--- src/rtl/sdes_pkg.sv ---
// sdes_pkg: shared types, constants and round functions for the 12-bit feistel cipher
// no dependencies; imported by every rtl module of the block

package sdes_pkg;

  localparam int unsigned BLK_W  = 12;
  localparam int unsigned HALF_W = 6;
  localparam int unsigned KEY_W  = 9;
  localparam int unsigned RK_W   = 8;
  localparam int unsigned ROT_W  = 4;
  localparam int unsigned RC_W   = 5;
  localparam int unsigned APB_AW = 5;
  localparam int unsigned APB_DW = 32;
  localparam int unsigned MOD_W  = 7;

  localparam logic [BLK_W-1:0] FIXED_IV = 12'hE38;
  localparam logic [ROT_W-1:0] ROT_LAST = 4'd8;

  // register indexes on the config port
  localparam logic [2:0] REG_KEY    = 3'd0;
  localparam logic [2:0] REG_ROUNDS = 3'd1;
  localparam logic [2:0] REG_DECR   = 3'd2;
  localparam logic [2:0] REG_CHAIN  = 3'd3;
  localparam logic [2:0] REG_IV     = 3'd4;

  localparam logic [2:0] SBOX_ONE [16] = '{
    3'd5, 3'd2, 3'd1, 3'd6, 3'd3, 3'd4, 3'd7, 3'd0,
    3'd1, 3'd4, 3'd6, 3'd2, 3'd0, 3'd7, 3'd5, 3'd3
  };
  localparam logic [2:0] SBOX_TWO [16] = '{
    3'd4, 3'd0, 3'd6, 3'd5, 3'd7, 3'd1, 3'd3, 3'd2,
    3'd5, 3'd3, 3'd0, 3'd7, 3'd6, 3'd2, 3'd1, 3'd4
  };

  typedef struct packed {
    logic [KEY_W-1:0] cipher_key;
    logic [RC_W-1:0]  round_count;
    logic             decrypt_select;
    logic             chain_mode;
    logic [BLK_W-1:0] init_vector;
  } cfg_t;

  typedef struct packed {
    logic             load;
    logic             step;
    logic             finish;
    logic             finish_round;
    logic [ROT_W-1:0] rot_start;
  } dp_cmd_t;

  typedef struct packed {
    logic out_free;
  } dp_sts_t;

  // reduce a small value modulo the key length by repeated subtraction
  function automatic logic [ROT_W-1:0] mod_key(input logic [MOD_W-1:0] v);
    logic [MOD_W-1:0] r;
    r = v;
    for (int i = 0; i < 7; i++) begin
      if (r >= MOD_W'(KEY_W)) begin
        r = r - MOD_W'(KEY_W);
      end
    end
    return ROT_W'(r);
  endfunction

  // key rotated left by rot within 9 bits, then its upper 8 bits
  function automatic logic [RK_W-1:0] round_key(input logic [KEY_W-1:0] k,
                                                input logic [ROT_W-1:0] rot);
    logic [2*KEY_W-1:0] kk;
    kk = {k, k} << rot;
    return kk[2*KEY_W-1:KEY_W+1];
  endfunction

  function automatic logic [HALF_W-1:0] feistel_f(input logic [HALF_W-1:0] r,
                                                  input logic [RK_W-1:0] rk);
    logic [RK_W-1:0] x;
    x = {r[5], r[4], r[2], r[3], r[2], r[3], r[1], r[0]} ^ rk;
    return {SBOX_ONE[x[7:4]], SBOX_TWO[x[3:0]]};
  endfunction

  function automatic logic [BLK_W-1:0] swap_halves(input logic [BLK_W-1:0] b);
    return {b[HALF_W-1:0], b[BLK_W-1:HALF_W]};
  endfunction

  function automatic logic [BLK_W-1:0] feistel_round(input logic [BLK_W-1:0] b,
                                                     input logic [RK_W-1:0] rk);
    return {b[HALF_W-1:0], b[BLK_W-1:HALF_W] ^ feistel_f(b[HALF_W-1:0], rk)};
  endfunction

endpackage

--- src/rtl/sdes_if.sv ---
// sdes_in_if / sdes_out_if: valid-ready channels carrying input and result words
// depends on nothing; used by the top level and its testbench

interface sdes_in_if;
  logic        valid;
  logic        ready;
  logic [11:0] block_in;
  logic        restart_chain;

  modport source (output valid, block_in, restart_chain, input ready);
  modport sink   (input valid, block_in, restart_chain, output ready);
endinterface

interface sdes_out_if;
  logic        valid;
  logic        ready;
  logic [11:0] block_out;

  modport source (output valid, block_out, input ready);
  modport sink   (input valid, block_out, output ready);
endinterface

--- src/rtl/sdes_regs.sv ---
// sdes_regs: apb-style configuration register file
// depends on sdes_pkg

module sdes_regs (
  input  logic                        clk_i,
  input  logic                        rst_ni,
  input  logic                        psel,
  input  logic                        penable,
  input  logic                        pwrite,
  input  logic [sdes_pkg::APB_AW-1:0] paddr,
  input  logic [sdes_pkg::APB_DW-1:0] pwdata,
  output logic [sdes_pkg::APB_DW-1:0] prdata,
  output logic                        pready,
  output sdes_pkg::cfg_t              cfg_o
);
  import sdes_pkg::*;

  cfg_t       cfg_q, cfg_d;
  logic [2:0] idx;
  logic       wr_en;

  assign idx    = paddr[APB_AW-1:2];
  assign wr_en  = psel && penable && pwrite;
  assign pready = 1'b1;
  assign cfg_o  = cfg_q;

  always_comb begin
    cfg_d = cfg_q;
    if (wr_en) begin
      unique case (idx)
        REG_KEY:    cfg_d.cipher_key     = pwdata[KEY_W-1:0];
        REG_ROUNDS: cfg_d.round_count    = pwdata[RC_W-1:0];
        REG_DECR:   cfg_d.decrypt_select = pwdata[0];
        REG_CHAIN:  cfg_d.chain_mode     = pwdata[0];
        REG_IV:     cfg_d.init_vector    = pwdata[BLK_W-1:0];
        default:    ;
      endcase
    end
  end

  always_comb begin
    unique case (idx)
      REG_KEY:    prdata = APB_DW'(cfg_q.cipher_key);
      REG_ROUNDS: prdata = APB_DW'(cfg_q.round_count);
      REG_DECR:   prdata = APB_DW'(cfg_q.decrypt_select);
      REG_CHAIN:  prdata = APB_DW'(cfg_q.chain_mode);
      REG_IV:     prdata = APB_DW'(cfg_q.init_vector);
      default:    prdata = '0;
    endcase
  end

  always_ff @(posedge clk_i or negedge rst_ni) begin
    if (!rst_ni) begin
      cfg_q.cipher_key     <= '0;
      cfg_q.round_count    <= RC_W'(4);
      cfg_q.decrypt_select <= 1'b0;
      cfg_q.chain_mode     <= 1'b0;
      cfg_q.init_vector    <= FIXED_IV;
    end else begin
      cfg_q <= cfg_d;
    end
  end

endmodule

--- src/rtl/sdes_ctrl.sv ---
// sdes_ctrl: sequencer for load, round steps and result write-back
// depends on sdes_pkg; drives sdes_dp through the command struct

module sdes_ctrl #(
  parameter int unsigned MAX_ROUNDS = 16
) (
  input  logic                clk_i,
  input  logic                rst_ni,
  input  logic                in_valid_i,
  output logic                in_ready_o,
  input  sdes_pkg::cfg_t      cfg_i,
  input  sdes_pkg::dp_sts_t   sts_i,
  output sdes_pkg::dp_cmd_t   cmd_o
);
  import sdes_pkg::*;

  localparam int unsigned CNT_W = $clog2(MAX_ROUNDS + 1);

  typedef enum logic [2:0] {
    ST_IDLE  = 3'b001,
    ST_RUN   = 3'b010,
    ST_FLUSH = 3'b100
  } state_e;

  state_e           state_q, state_d;
  logic [CNT_W-1:0] cnt_q, cnt_d;
  logic [CNT_W-1:0] n_rounds;

  // saturate the configured round count
  always_comb begin
    if (32'(cfg_i.round_count) > MAX_ROUNDS) begin
      n_rounds = CNT_W'(MAX_ROUNDS);
    end else begin
      n_rounds = CNT_W'(cfg_i.round_count);
    end
  end

  assign in_ready_o = (state_q == ST_IDLE);

  always_comb begin
    state_d = state_q;
    cnt_d   = cnt_q;
    cmd_o   = '0;
    cmd_o.rot_start = cfg_i.decrypt_select ? mod_key(MOD_W'(n_rounds) - MOD_W'(1))
                                           : '0;
    unique case (state_q)
      ST_IDLE: begin
        if (in_valid_i) begin
          cmd_o.load = 1'b1;
          cnt_d      = n_rounds;
          state_d    = (n_rounds == '0) ? ST_FLUSH : ST_RUN;
        end
      end
      ST_RUN: begin
        if (cnt_q > CNT_W'(1)) begin
          cmd_o.step = 1'b1;
          cnt_d      = cnt_q - CNT_W'(1);
        end else if (sts_i.out_free) begin
          // last round folds into the write-back
          cmd_o.finish       = 1'b1;
          cmd_o.finish_round = 1'b1;
          state_d            = ST_IDLE;
        end
      end
      ST_FLUSH: begin
        if (sts_i.out_free) begin
          cmd_o.finish = 1'b1;
          state_d      = ST_IDLE;
        end
      end
      default: state_d = ST_IDLE;
    endcase
  end

  always_ff @(posedge clk_i or negedge rst_ni) begin
    if (!rst_ni) begin
      state_q <= ST_IDLE;
      cnt_q   <= '0;
    end else begin
      state_q <= state_d;
      cnt_q   <= cnt_d;
    end
  end

endmodule

--- src/rtl/sdes_dp.sv ---
// sdes_dp: block, chaining and key-rotation registers plus one feistel round
// depends on sdes_pkg; commanded by sdes_ctrl

module sdes_dp (
  input  logic                       clk_i,
  input  logic                       rst_ni,
  input  sdes_pkg::cfg_t             cfg_i,
  input  sdes_pkg::dp_cmd_t          cmd_i,
  output sdes_pkg::dp_sts_t          sts_o,
  input  logic [sdes_pkg::BLK_W-1:0] block_in_i,
  input  logic                       restart_chain_i,
  output logic                       out_valid_o,
  input  logic                       out_ready_i,
  output logic [sdes_pkg::BLK_W-1:0] block_out_o
);
  import sdes_pkg::*;

  logic [BLK_W-1:0] block_q, block_d;
  logic [BLK_W-1:0] chain_q, chain_d;
  logic [BLK_W-1:0] held_q, held_d;
  logic [ROT_W-1:0] rot_q, rot_d, rot_next;
  logic [BLK_W-1:0] res_q, res_d;
  logic             res_valid_q, res_valid_d;

  logic [BLK_W-1:0] chain_eff, pre_blk, rnd_blk, src_blk, core_blk, result;
  logic             dec, cbc;

  assign dec = cfg_i.decrypt_select;
  assign cbc = cfg_i.chain_mode;

  assign chain_eff = restart_chain_i ? cfg_i.init_vector : chain_q;
  always_comb begin
    if (dec) begin
      pre_blk = swap_halves(block_in_i);
    end else if (cbc) begin
      pre_blk = block_in_i ^ chain_eff;
    end else begin
      pre_blk = block_in_i;
    end
  end

  assign rnd_blk  = feistel_round(block_q, round_key(cfg_i.cipher_key, rot_q));
  assign src_blk  = cmd_i.finish_round ? rnd_blk : block_q;
  assign core_blk = dec ? swap_halves(src_blk) : src_blk;
  assign result   = (cbc && dec) ? (core_blk ^ chain_q) : core_blk;

  // key window moves forward when encrypting, backward when decrypting
  always_comb begin
    if (dec) begin
      rot_next = (rot_q == '0) ? ROT_LAST : rot_q - ROT_W'(1);
    end else begin
      rot_next = (rot_q == ROT_LAST) ? '0 : rot_q + ROT_W'(1);
    end
  end

  always_comb begin
    block_d     = block_q;
    chain_d     = chain_q;
    held_d      = held_q;
    rot_d       = rot_q;
    res_d       = res_q;
    res_valid_d = res_valid_q && !out_ready_i;
    if (cmd_i.load) begin
      block_d = pre_blk;
      chain_d = chain_eff;
      held_d  = block_in_i;
      rot_d   = cmd_i.rot_start;
    end
    if (cmd_i.step) begin
      block_d = rnd_blk;
      rot_d   = rot_next;
    end
    if (cmd_i.finish) begin
      res_d       = result;
      res_valid_d = 1'b1;
      if (cbc) begin
        chain_d = dec ? held_q : core_blk;
      end
    end
  end

  assign sts_o.out_free = !res_valid_q || out_ready_i;
  assign out_valid_o    = res_valid_q;
  assign block_out_o    = res_q;

  always_ff @(posedge clk_i or negedge rst_ni) begin
    if (!rst_ni) begin
      chain_q     <= FIXED_IV;
      res_valid_q <= 1'b0;
    end else begin
      chain_q     <= chain_d;
      res_valid_q <= res_valid_d;
    end
  end

  always_ff @(posedge clk_i) begin
    block_q <= block_d;
    held_q  <= held_d;
    rot_q   <= rot_d;
    res_q   <= res_d;
  end

endmodule

--- src/rtl/simplified_des_block_cipher.sv ---
// simplified_des_block_cipher: 12-bit feistel cipher, ecb/cbc, apb configuration
// words: loaded on accept, then one round per cycle through the single shared round unit;
//   the last round merges with write-back and waits for a free output slot; a new word
//   is accepted only in idle, once the previous word has been written back
// reset: asynchronous active low; config back to defaults, chaining value 0xE38
// depends on sdes_pkg, sdes_if, sdes_regs, sdes_ctrl, sdes_dp

module simplified_des_block_cipher #(
  parameter int unsigned MAX_ROUNDS = 16
) (
  input  logic                        clk_i,
  input  logic                        rst_ni,
  sdes_in_if.sink                     blk_in_i,
  sdes_out_if.source                  blk_out_o,
  input  logic                        psel,
  input  logic                        penable,
  input  logic                        pwrite,
  input  logic [sdes_pkg::APB_AW-1:0] paddr,
  input  logic [sdes_pkg::APB_DW-1:0] pwdata,
  output logic [sdes_pkg::APB_DW-1:0] prdata,
  output logic                        pready
);
  import sdes_pkg::*;

  cfg_t    cfg;
  dp_cmd_t cmd;
  dp_sts_t sts;

  // config registers; the user must write them only while the core is idle, the block does not enforce it
  sdes_regs u_regs (
    .clk_i   (clk_i),
    .rst_ni  (rst_ni),
    .psel    (psel),
    .penable (penable),
    .pwrite  (pwrite),
    .paddr   (paddr),
    .pwdata  (pwdata),
    .prdata  (prdata),
    .pready  (pready),
    .cfg_o   (cfg)
  );

  // sequencer: accepts a word in idle, counts rounds, waits for the output slot
  sdes_ctrl #(
    .MAX_ROUNDS (MAX_ROUNDS)
  ) u_ctrl (
    .clk_i      (clk_i),
    .rst_ni     (rst_ni),
    .in_valid_i (blk_in_i.valid),
    .in_ready_o (blk_in_i.ready),
    .cfg_i      (cfg),
    .sts_i      (sts),
    .cmd_o      (cmd)
  );

  // datapath: round unit, chaining register and the output register that
  // decouples a stalled consumer from the next incoming word
  sdes_dp u_dp (
    .clk_i           (clk_i),
    .rst_ni          (rst_ni),
    .cfg_i           (cfg),
    .cmd_i           (cmd),
    .sts_o           (sts),
    .block_in_i      (blk_in_i.block_in),
    .restart_chain_i (blk_in_i.restart_chain),
    .out_valid_o     (blk_out_o.valid),
    .out_ready_i     (blk_out_o.ready),
    .block_out_o     (blk_out_o.block_out)
  );

endmodule

--- src/flat_wrapper.sv ---
// flat-port wrapper written by rule: the top's interface ports become plain ports
module simplified_des_block_cipher_flat import sdes_pkg::*;
#(
  parameter int unsigned MAX_ROUNDS = 16
)
  (clk_i, rst_ni, psel, penable, pwrite, paddr, pwdata, prdata, pready, blk_in_i_valid, blk_in_i_block_in, blk_in_i_restart_chain, blk_in_i_ready, blk_out_o_valid, blk_out_o_block_out, blk_out_o_ready);
  sdes_in_if blk_in_i_i ();
  sdes_out_if blk_out_o_i ();
  input  logic clk_i;
  input  logic rst_ni;
  input  logic psel;
  input  logic penable;
  input  logic pwrite;
  input  logic [sdes_pkg::APB_AW-1:0] paddr;
  input  logic [sdes_pkg::APB_DW-1:0] pwdata;
  output logic [sdes_pkg::APB_DW-1:0] prdata;
  output logic pready;
  input wire logic [$bits(blk_in_i_i.valid)-1:0] blk_in_i_valid;
  input wire logic [$bits(blk_in_i_i.block_in)-1:0] blk_in_i_block_in;
  input wire logic [$bits(blk_in_i_i.restart_chain)-1:0] blk_in_i_restart_chain;
  output wire logic [$bits(blk_in_i_i.ready)-1:0] blk_in_i_ready;
  output wire logic [$bits(blk_out_o_i.valid)-1:0] blk_out_o_valid;
  output wire logic [$bits(blk_out_o_i.block_out)-1:0] blk_out_o_block_out;
  input wire logic [$bits(blk_out_o_i.ready)-1:0] blk_out_o_ready;
  assign blk_in_i_i.valid = blk_in_i_valid;
  assign blk_in_i_i.block_in = blk_in_i_block_in;
  assign blk_in_i_i.restart_chain = blk_in_i_restart_chain;
  assign blk_in_i_ready = blk_in_i_i.ready;
  assign blk_out_o_valid = blk_out_o_i.valid;
  assign blk_out_o_block_out = blk_out_o_i.block_out;
  assign blk_out_o_i.ready = blk_out_o_ready;
  simplified_des_block_cipher #(.MAX_ROUNDS(MAX_ROUNDS)) u_core (.clk_i(clk_i), .rst_ni(rst_ni), .blk_in_i(blk_in_i_i), .blk_out_o(blk_out_o_i), .psel(psel), .penable(penable), .pwrite(pwrite), .paddr(paddr), .pwdata(pwdata), .prdata(prdata), .pready(pready));
endmodule
--- config.mk ---
export PLATFORM = sky130hd
export DESIGN_NAME = simplified_des_block_cipher_flat
export DESIGN_NICKNAME = d
export VERILOG_FILES = /design/src/rtl/sdes_pkg.sv /design/src/rtl/sdes_if.sv /design/src/rtl/sdes_regs.sv /design/src/rtl/sdes_ctrl.sv /design/src/rtl/sdes_dp.sv /design/src/rtl/simplified_des_block_cipher.sv /design/src/flat_wrapper.sv
export SDC_FILE = /design/constraint.sdc
export NUM_CORES = 1
export LEC_CHECK = 0
export ABC_CLOCK_PERIOD_IN_PS = 26400
export CORE_UTILIZATION = 65
export CTS_CLUSTER_SIZE = 16
export DETAILED_ROUTE_END_ITERATION = 10
export DONT_BUFFER_PORTS = 1
export PLACE_DENSITY_LB_ADDON = 0.12
export SYNTH_ARGS = -nofsm -noshare
export SYNTH_HDL_FRONTEND = slang
export SYNTH_SLANG_ARGS = --single-unit
--- constraint.sdc ---
create_clock -name clk_i -period 26.4 [get_ports clk_i]
set_input_delay 0 -clock clk_i [delete_from_list [all_inputs] [get_ports clk_i]]
set_output_delay 0 -clock clk_i [all_outputs]
set_load 0.02 [all_outputs]
== After elaboration in Yosys (flattened, before gate mapping) ==
Memories as Yosys holds them, arrays and structs flattened.
Cells that the tools add are included.
Word-level totals
  register bits: 89
  bits in read-only memories: 96
  input bits: 57
  output and inout bits: 47
  word-level logic and storage cells: 123
  memories kept: 2
Cells by class
  add/sub/neg operators: 11
  magnitude comparators: 11
  eq/ne operators: 11
  shift-type cells: 1
  mux-type cells: 49
  bitwise operators: 6
  reduce and logical (&&, ||, !) cells: 19
Memories
  (name not given): words 16, width 3, read ports 1, clocked after Yosys merged registers in 0, wr ports 0, line sdes_pkg.sv:79  | return {SBOX_ONE[x[7:4]], SBOX_TWO[x[3:0]]};
  (name not given): words 16, width 3, read ports 1, clocked after Yosys merged registers in 0, wr ports 0, line sdes_pkg.sv:79
Operator list (number)
  12-bit two-way mux: 12
  12-bit case mux with 5 select lines: 1
  7-bit by 4-bit greater-or-equal comparator with 1-bit output (second input constant): 7
  7-bit two-way mux: 6
  7-bit by 4-bit subtractor with 7-bit output (second input constant): 5
  4-bit two-way mux: 7
  3-bit two-way mux: 8
  12-bit bitwise XOR: 2
  18-bit by 4-bit << shifter with 18-bit output: 1
  5-bit two-way mux: 3
  2-bit AND reduction: 6
  5-bit greater-or-equal comparator (second input constant): 2
  4-bit NOT with 5-bit output: 2
  5-bit case mux with 2 select lines: 1
  3-bit by 2-bit equality test with 1-bit output (second input constant): 3
  3-bit case mux with 3 select lines: 1
  8-bit bitwise XOR: 1
  1-bit two-way mux: 7
  6-bit by 5-bit subtractor with 7-bit output (second input constant): 1
  3-bit by 1-bit equality test with 1-bit output (second input constant): 2
  3-bit equality test (second input constant): 2
  2-bit != test (second input constant): 3
  5-bit by 1-bit subtractor with 6-bit output (second input constant): 1
  6-bit bitwise XOR: 1
  17 further kinds: 23

== Depth between registers and ports, before layout ==
  depth in word-level cells: 20
  mapped depth: 50
  mapped depth without buffers: 46

== By module ==
From an unflattened synthesis, not the netlist that was laid out.
Unflattened totals
  cell total of the unflattened synthesis: 1058
  area, all modules: 9516.6 um^2
Modules (own cells, without submodules)
  sdes_dp: instances 1, cells an instance 533, area an instance 4959.8 um^2, seq. area each 1534.0 um^2
  sdes_ctrl: instances 1, cells an instance 395, area an instance 2949.1 um^2, seq. area each 201.4 um^2
  sdes_regs: instances 1, cells an instance 130, area an instance 1607.8 um^2, seq. area each 709.4 um^2

== Least setup slack after synthesis ==
No wires, ideal clock.
  path kind: flip-flop to flip-flop
  start point: register u_core.u_regs.cfg_q, in the netlist u_core.u_regs.cfg_o[18]
  end point: register u_core.u_dp.rot_q[2] (data pin)
  setup time: 0.267 ns
  data arrival time: 9.225 ns
  data required time: 26.133 ns
  path slack: 16.908 ns
  cell stages (with the launch flop): 48
  path buffers: 3
  period minus slack after synthesis: 9.492 ns
  path through: dfrtp_1 -> buf_2 -> clkbuf_1 -> nand2b_1 -> ha_1 -> nor2b_1 -> a2bb2oi_2 -> o21ai_0 -> a2bb2oi_1 -> inv_1 -> ha_1 -> o21ai_0 -> mux2_2 -> o21a_1 -> nand3_1 -> clkbuf_1 -> o21ai_0 -> ha_1 -> [12 not listed] -> inv_1 -> ha_1 -> or2_2 -> o21a_1 -> o21ai_1 -> a2bb2oi_1 -> nor2_1 -> inv_1 -> ha_1 -> o31ai_1 -> nand2_1 -> xnor2_1 -> inv_1 -> ha_1 -> or4_1 -> a32o_1 -> a211oi_1 -> o22ai_1
Between the ends
  longest elaborated chain between the ends: 20
  elaborated cells on any way between the ends: 27
  classes of those cells: add/sub: 8; order compare: 8; mux: 11
RTL lines
  start, declared: line sdes_regs.sv:18  | cfg_t cfg_q, cfg_d;
  start signal, assigned: line sdes_regs.sv:60  | cfg_q <= cfg_d;
  5-bit > comparator: line sdes_ctrl.sv:31  | if (32'(cfg_i.round_count) > MAX_ROUNDS) begin
  5-bit two-way mux (*): line sdes_ctrl.sv:31
  5-bit by 1-bit subtractor with 6-bit output (*): line sdes_ctrl.sv:44  | cmd_o.rot_start = cfg_i.decrypt_select ? mod_key(MOD_W'(n_rounds) - MOD_W'(1))
  6-bit by 5-bit subtractor with 7-bit output / 7-bit by 4-bit greater-or-equal comparator with 1-bit output (equally long branches): line sdes_pkg.sv:61, sdes_pkg.sv:60
  7-bit two-way mux (*): line sdes_pkg.sv:60  | if (r >= MOD_W'(KEY_W)) begin
  7-bit by 4-bit subtractor with 7-bit output / 7-bit by 4-bit greater-or-equal comparator with 1-bit output (equally long branches): line sdes_pkg.sv:61, sdes_pkg.sv:60
  7-bit two-way mux (*): line sdes_pkg.sv:60
  7-bit by 4-bit subtractor with 7-bit output / 7-bit by 4-bit greater-or-equal comparator with 1-bit output (equally long branches): line sdes_pkg.sv:61, sdes_pkg.sv:60
  [5 not listed]
  7-bit by 4-bit subtractor with 7-bit output / 7-bit by 4-bit greater-or-equal comparator with 1-bit output (equally long branches): line sdes_pkg.sv:61, sdes_pkg.sv:60
  7-bit two-way mux (*): line sdes_pkg.sv:60
  7-bit by 4-bit greater-or-equal comparator with 1-bit output / 4-bit subtractor (equally long branches): line sdes_pkg.sv:60, sdes_pkg.sv:61
  4-bit two-way mux (*): line sdes_pkg.sv:60
  4-bit two-way mux (*): line sdes_ctrl.sv:44
  4-bit two-way mux (*): line sdes_dp.sv:63  | if (cmd_i.load) begin
  4-bit two-way mux (*): line sdes_dp.sv:69  | if (cmd_i.step) begin
  via u_core.u_dp.rot_d[2]: line sdes_dp.sv:21  | logic [ROT_W-1:0] rot_q, rot_d, rot_next;
  end signal, assigned: line sdes_dp.sv:99  | rot_q <= rot_d;
  end, declared: line sdes_dp.sv:21
Mark *: on every way through the listed nets, which the timed path passes. The rest lies on a longest branch. The select of a mux whose other input is x is not followed.
A chain may end at the register's enable or synchronous reset.

== Worst setup path in the final report ==
Same ends and word-level chain as after synthesis.

==> results.py <==
metrics = {
    "routing": {
        "avgRoutedWirePerCell_um": 19.2,
        "total_iterations_of_the_first_detailed_routing_run": 6,
        "drt_drc": 0,
        "routed_wl_um": 21100,
        "vias": 7139,
        "post_drt_via_cell_ratio": 6.50,
        "number_of_routed_nets_with_antenna_violations": 0,
        "iteration_0_drc_count_of_the_detailed_router": 564,
    },
    "cts": {
        "number_of_gates_resized_after_cts": 0,
        "clkTransAtPathRegs_ns": 0.07,
        "cts_max_level": 3,
        "cts_sinks": 89,
        "cts_tree": "built",
        "cts_buffer_depth": 2,
        "worstSkewPairLatency_ns": 0.35,
        "cts_made_buffers": 9,
        "cts_hold_buffers": 31,
        "clock-root-buffer": "sky130_fd_sc_hd__clkbuf_16",
        "postCtsSetupBuffers": 0,
    },
    "global_routing": {
        "grt_pass1_vias": 6956,
        "grt-busiest-layer": "met2",
        "grt_max_degree": 50,
        "groute.layer.met3.usage": 0.0493,
        "grt_first_pass_wirelength_um": 33900,
        "antenna_found_initial": 0,
        "gr-usage-met1": 0.385,
        "grt.overflow.total": 0,
        "grt_use_met2": 0.605,
        "gr-usage-all-layers": 0.334,
    },
    "yosys": {
        "yosysWarningCount": 0,
        "dominantRegCellSynth": "sky130_fd_sc_hd__edfxtp_1",
        "netlist.top_cell.by_area": "sky130_fd_sc_hd__edfxtp_1",
        "synth.top_cells.by_count": "sky130_fd_sc_hd__nand2_1 (102), sky130_fd_sc_hd__nor2_1 (75), sky130_fd_sc_hd__a21oi_1 (69), sky130_fd_sc_hd__o21ai_0 (61), sky130_fd_sc_hd__mux2_2 (56)",
        "synth.distinct_cells": 100,
        "synth_compound_gate_area_share": 0.222,
        "syn_avg_cell_area_sq_um": 8.69,
        "synth_enable_flop_cells": 40,
        "share_of_synthesized_registers_carrying_an_async_set_or_reset": 0.551,
        "biggest_area_contributors_in_the_synthesized_netlist": "sky130_fd_sc_hd__edfxtp_1 (15%), sky130_fd_sc_hd__dfrtp_1 (11%), sky130_fd_sc_hd__mux2_2 (7.8%), sky130_fd_sc_hd__nand2_1 (4.8%), sky130_fd_sc_hd__mux2i_1 (4.7%)",
        "synth_simple_gate_area_share": 0.189,
        "yosys-mux-area-fraction": 0.134,
        "postSynthRegisterBits": 89,
        "syn-cell-area_sq_mm": 0.00805,
        "yosysMostFrequentCell": "sky130_fd_sc_hd__nand2_1",
        "synth_fa_ha_area_frac": 0.0420,
        "synth.top_cell.area_share": 0.149,
        "synth_top_family_by_area": "compound AO/OA/AOI/OAI gates",
        "synth_sequential_area_ratio": 0.304,
        "synth_cells": 926,
        "synth_xor_xnor_area_share": 0.0500,
    },
    "floorplanning": {
        "fp.dieW_um": 113,
        "die_area_sq_mm": 0.0128,
        "floorplan.initialDensity": 0.668,
        "placeableCoreArea_sq_mm": 0.0121,
        "num_rows": 40,
        "floorplan.io_pins": 104,
        "die_height_um": 113,
    },
    "status": {
        "status": "complete, no violations",
    },
    "place": {
        "gp_congestion": 0.940,
        "dp_hpwl_um": 15200,
        "pre_cts_setup_slack_ns": 14.92,
        "port-buffer-count": 0,
    },
    "sta": {
        "setup-violations-final": 0,
        "timing.final.ws_setup_ns": 14.78,
        "worst_slew_margin_rel": 0.189,
        "timing.clock.skew_ns": 0.00705,
        "aggregate_negative_setup_slack_ns": 0,
        "final.period_utilization": 0.440,
        "final_max_slew_viol_count": 0,
        "final_period_minus_worst_setup_slack_ns": 11.62,
        "fmax_mhz": 86.0,
        "grt_setup_unrepaired": "false",
        "worstMarginPinSlew_ns": 1.21,
        "hold_viol": 0,
    },
    "layout": {
        "finish.net_count": 1010,
        "area.sequential_sq_mm": 0.00245,
        "antenna_cells_inserted": 0,
        "multiInputGateArea_sq_mm": 0.00520,
        "fillers": 898,
        "final_layout_size_suffix_gt1_frac": 0.133,
        "syn_to_final_growth_pct": 7.41,
    },
    "worst_setup_path": {
        "crit_slowest_cell": "sky130_fd_sc_hd__dfrtp_1",
        "critical_path_s_most_frequent_cell": "sky130_fd_sc_hd__ha_1",
        "start_kind": "flop",
        "worst_path_largest_cell_delay_ns": 0.69,
        "critical_path_required_ns": 26.47,
        "worst_ep_arrival_time_ns": 11.69,
        "setup.worst_path.end_class": "flop",
        "critical_path_class": "flop to flop",
        "path_max_fanout": 19,
    },
    "min_path": {
        "hold_path_class": "input pin to flop",
    },
    "run": {
        "cap_viol_max_count": 0,
    },
}
==> per-stage QoR <==
stage / cells / area [sq um] / utilization / hold WS (ns)
floorplan: 945 / 8120 / - / -0.296
global placement: 1052 / 8010 / 0.664 / -0.294
detailed placement: 1052 / 8010 / 0.664 / -0.295
CTS: 1099 / 8650 / 0.717 / 0.00328
global route: 1099 / 8650 / 0.717 / 0.0103
finish: 1099 / 8650 / 0.717 / 0.00216
==> placed cells by master (no fill, tap or decap), types with 4 or more instances in the layout <==
cell,Yosys,routed
sky130_fd_sc_hd__inv_1,38,38
sky130_fd_sc_hd__nor2b_1,11,11
sky130_fd_sc_hd__a211oi_1,8,8
sky130_fd_sc_hd__nand3b_1,4,4
sky130_fd_sc_hd__dfrtp_1,35,34
sky130_fd_sc_hd__nor2_1,75,75
sky130_fd_sc_hd__edfxtp_1,40,40
sky130_fd_sc_hd__mux2i_1,38,38
sky130_fd_sc_hd__dlygate4sd3_1,0,30
sky130_fd_sc_hd__xnor2_1,22,22
sky130_fd_sc_hd__a31oi_1,9,9
sky130_fd_sc_hd__o211ai_1,14,14
sky130_fd_sc_hd__clkbuf_16,0,10
sky130_fd_sc_hd__a21oi_1,69,69
sky130_fd_sc_hd__nand3_1,19,19
sky130_fd_sc_hd__nor3_1,17,17
sky130_fd_sc_hd__dfstp_2,14,14
sky130_fd_sc_hd__nand4_1,6,6
sky130_fd_sc_hd__and3_1,13,13
sky130_fd_sc_hd__nand2_1,102,102
sky130_fd_sc_hd__and2_1,10,10
sky130_fd_sc_hd__o21ai_1,5,5
sky130_fd_sc_hd__a21o_1,4,4
sky130_fd_sc_hd__o221ai_1,4,4
sky130_fd_sc_hd__o211a_1,5,5
sky130_fd_sc_hd__o21ai_0,61,61
sky130_fd_sc_hd__o21a_1,10,10
sky130_fd_sc_hd__conb_1,2,21
sky130_fd_sc_hd__o31ai_1,6,6
sky130_fd_sc_hd__o22ai_1,5,5
sky130_fd_sc_hd__mux2_2,56,56
sky130_fd_sc_hd__ha_1,27,27
sky130_fd_sc_hd__xor2_1,24,24
sky130_fd_sc_hd__nand2b_1,10,10
==> routing by layer <==
metal / up-vias / part of all wire
met5: - / 0
met4: 0 / 0.038
met3: 75 / 0.054
met2: 279 / 0.51
met1: 3425 / 0.40
li1: 3360 / -
==> area by class of cell <==
cell class	instances	area share
tap	168	0.0243
multi-input combinational	755	0.602
inverter	39	0.0169
sequential	89	0.283
timing repair buffer	32	0.0388
clock inverter	4	0.00579
clock buffer	12	0.0298
==> worst paths after layout <==
check	end	start	cells after the start	slack (ns)
max in group asynchronous	u_core.u_dp.chain_q[4]	rst_ni	2	25.94
min	u_core.u_regs.cfg_o[18]	paddr[3]	2	0.002
min in group asynchronous	u_core.u_ctrl.cnt_q[1]	rst_ni	2	0.18
max	u_core.u_dp.rot_q[2]	u_core.u_regs.cfg_o[18]	44	14.78
min reg2reg	u_core.u_ctrl.cnt_q[4]	u_core.u_ctrl.cnt_q[4]	1	0.51
max reg2reg	u_core.u_dp.rot_q[2]	u_core.u_regs.cfg_o[18]	44	14.78
==> kinds of logic after synthesis <==
family	Yosys count
AOI/OAI and AO/OA	259
xor gates and xnor gates	46
adders and majority gates	27
buffers and inverters	101
DFF	89
muxes	97
other	2
and+or+nand+nor	305
==> state kept, by name, summed over array words and instances (netlist names), 3 cells and up <==
register                 flops
u_core.u_regs.cfg_o         28
u_core.u_dp.block_out_o     12
u_core.u_dp.block_q         12
u_core.u_dp.chain_q         12
u_core.u_dp.held_q          12
u_core.u_ctrl.cnt_q          5
u_core.u_dp.rot_q            4
u_core.u_ctrl.state_q        3
==> critical path, delay by kind of cell (launching register included) <==
family	cells	cell delay, ns
mux	2	0.52
xor+xnor	1	0.31
compound gates	16	3.87
buf+inv	5	0.53
flops	1	0.69
fa+ha+maj	7	1.73
simple gates	13	3.69
Power is not shown: default switching activity piles up to over one toggle a cycle in this logic, so the estimate is an artifact.
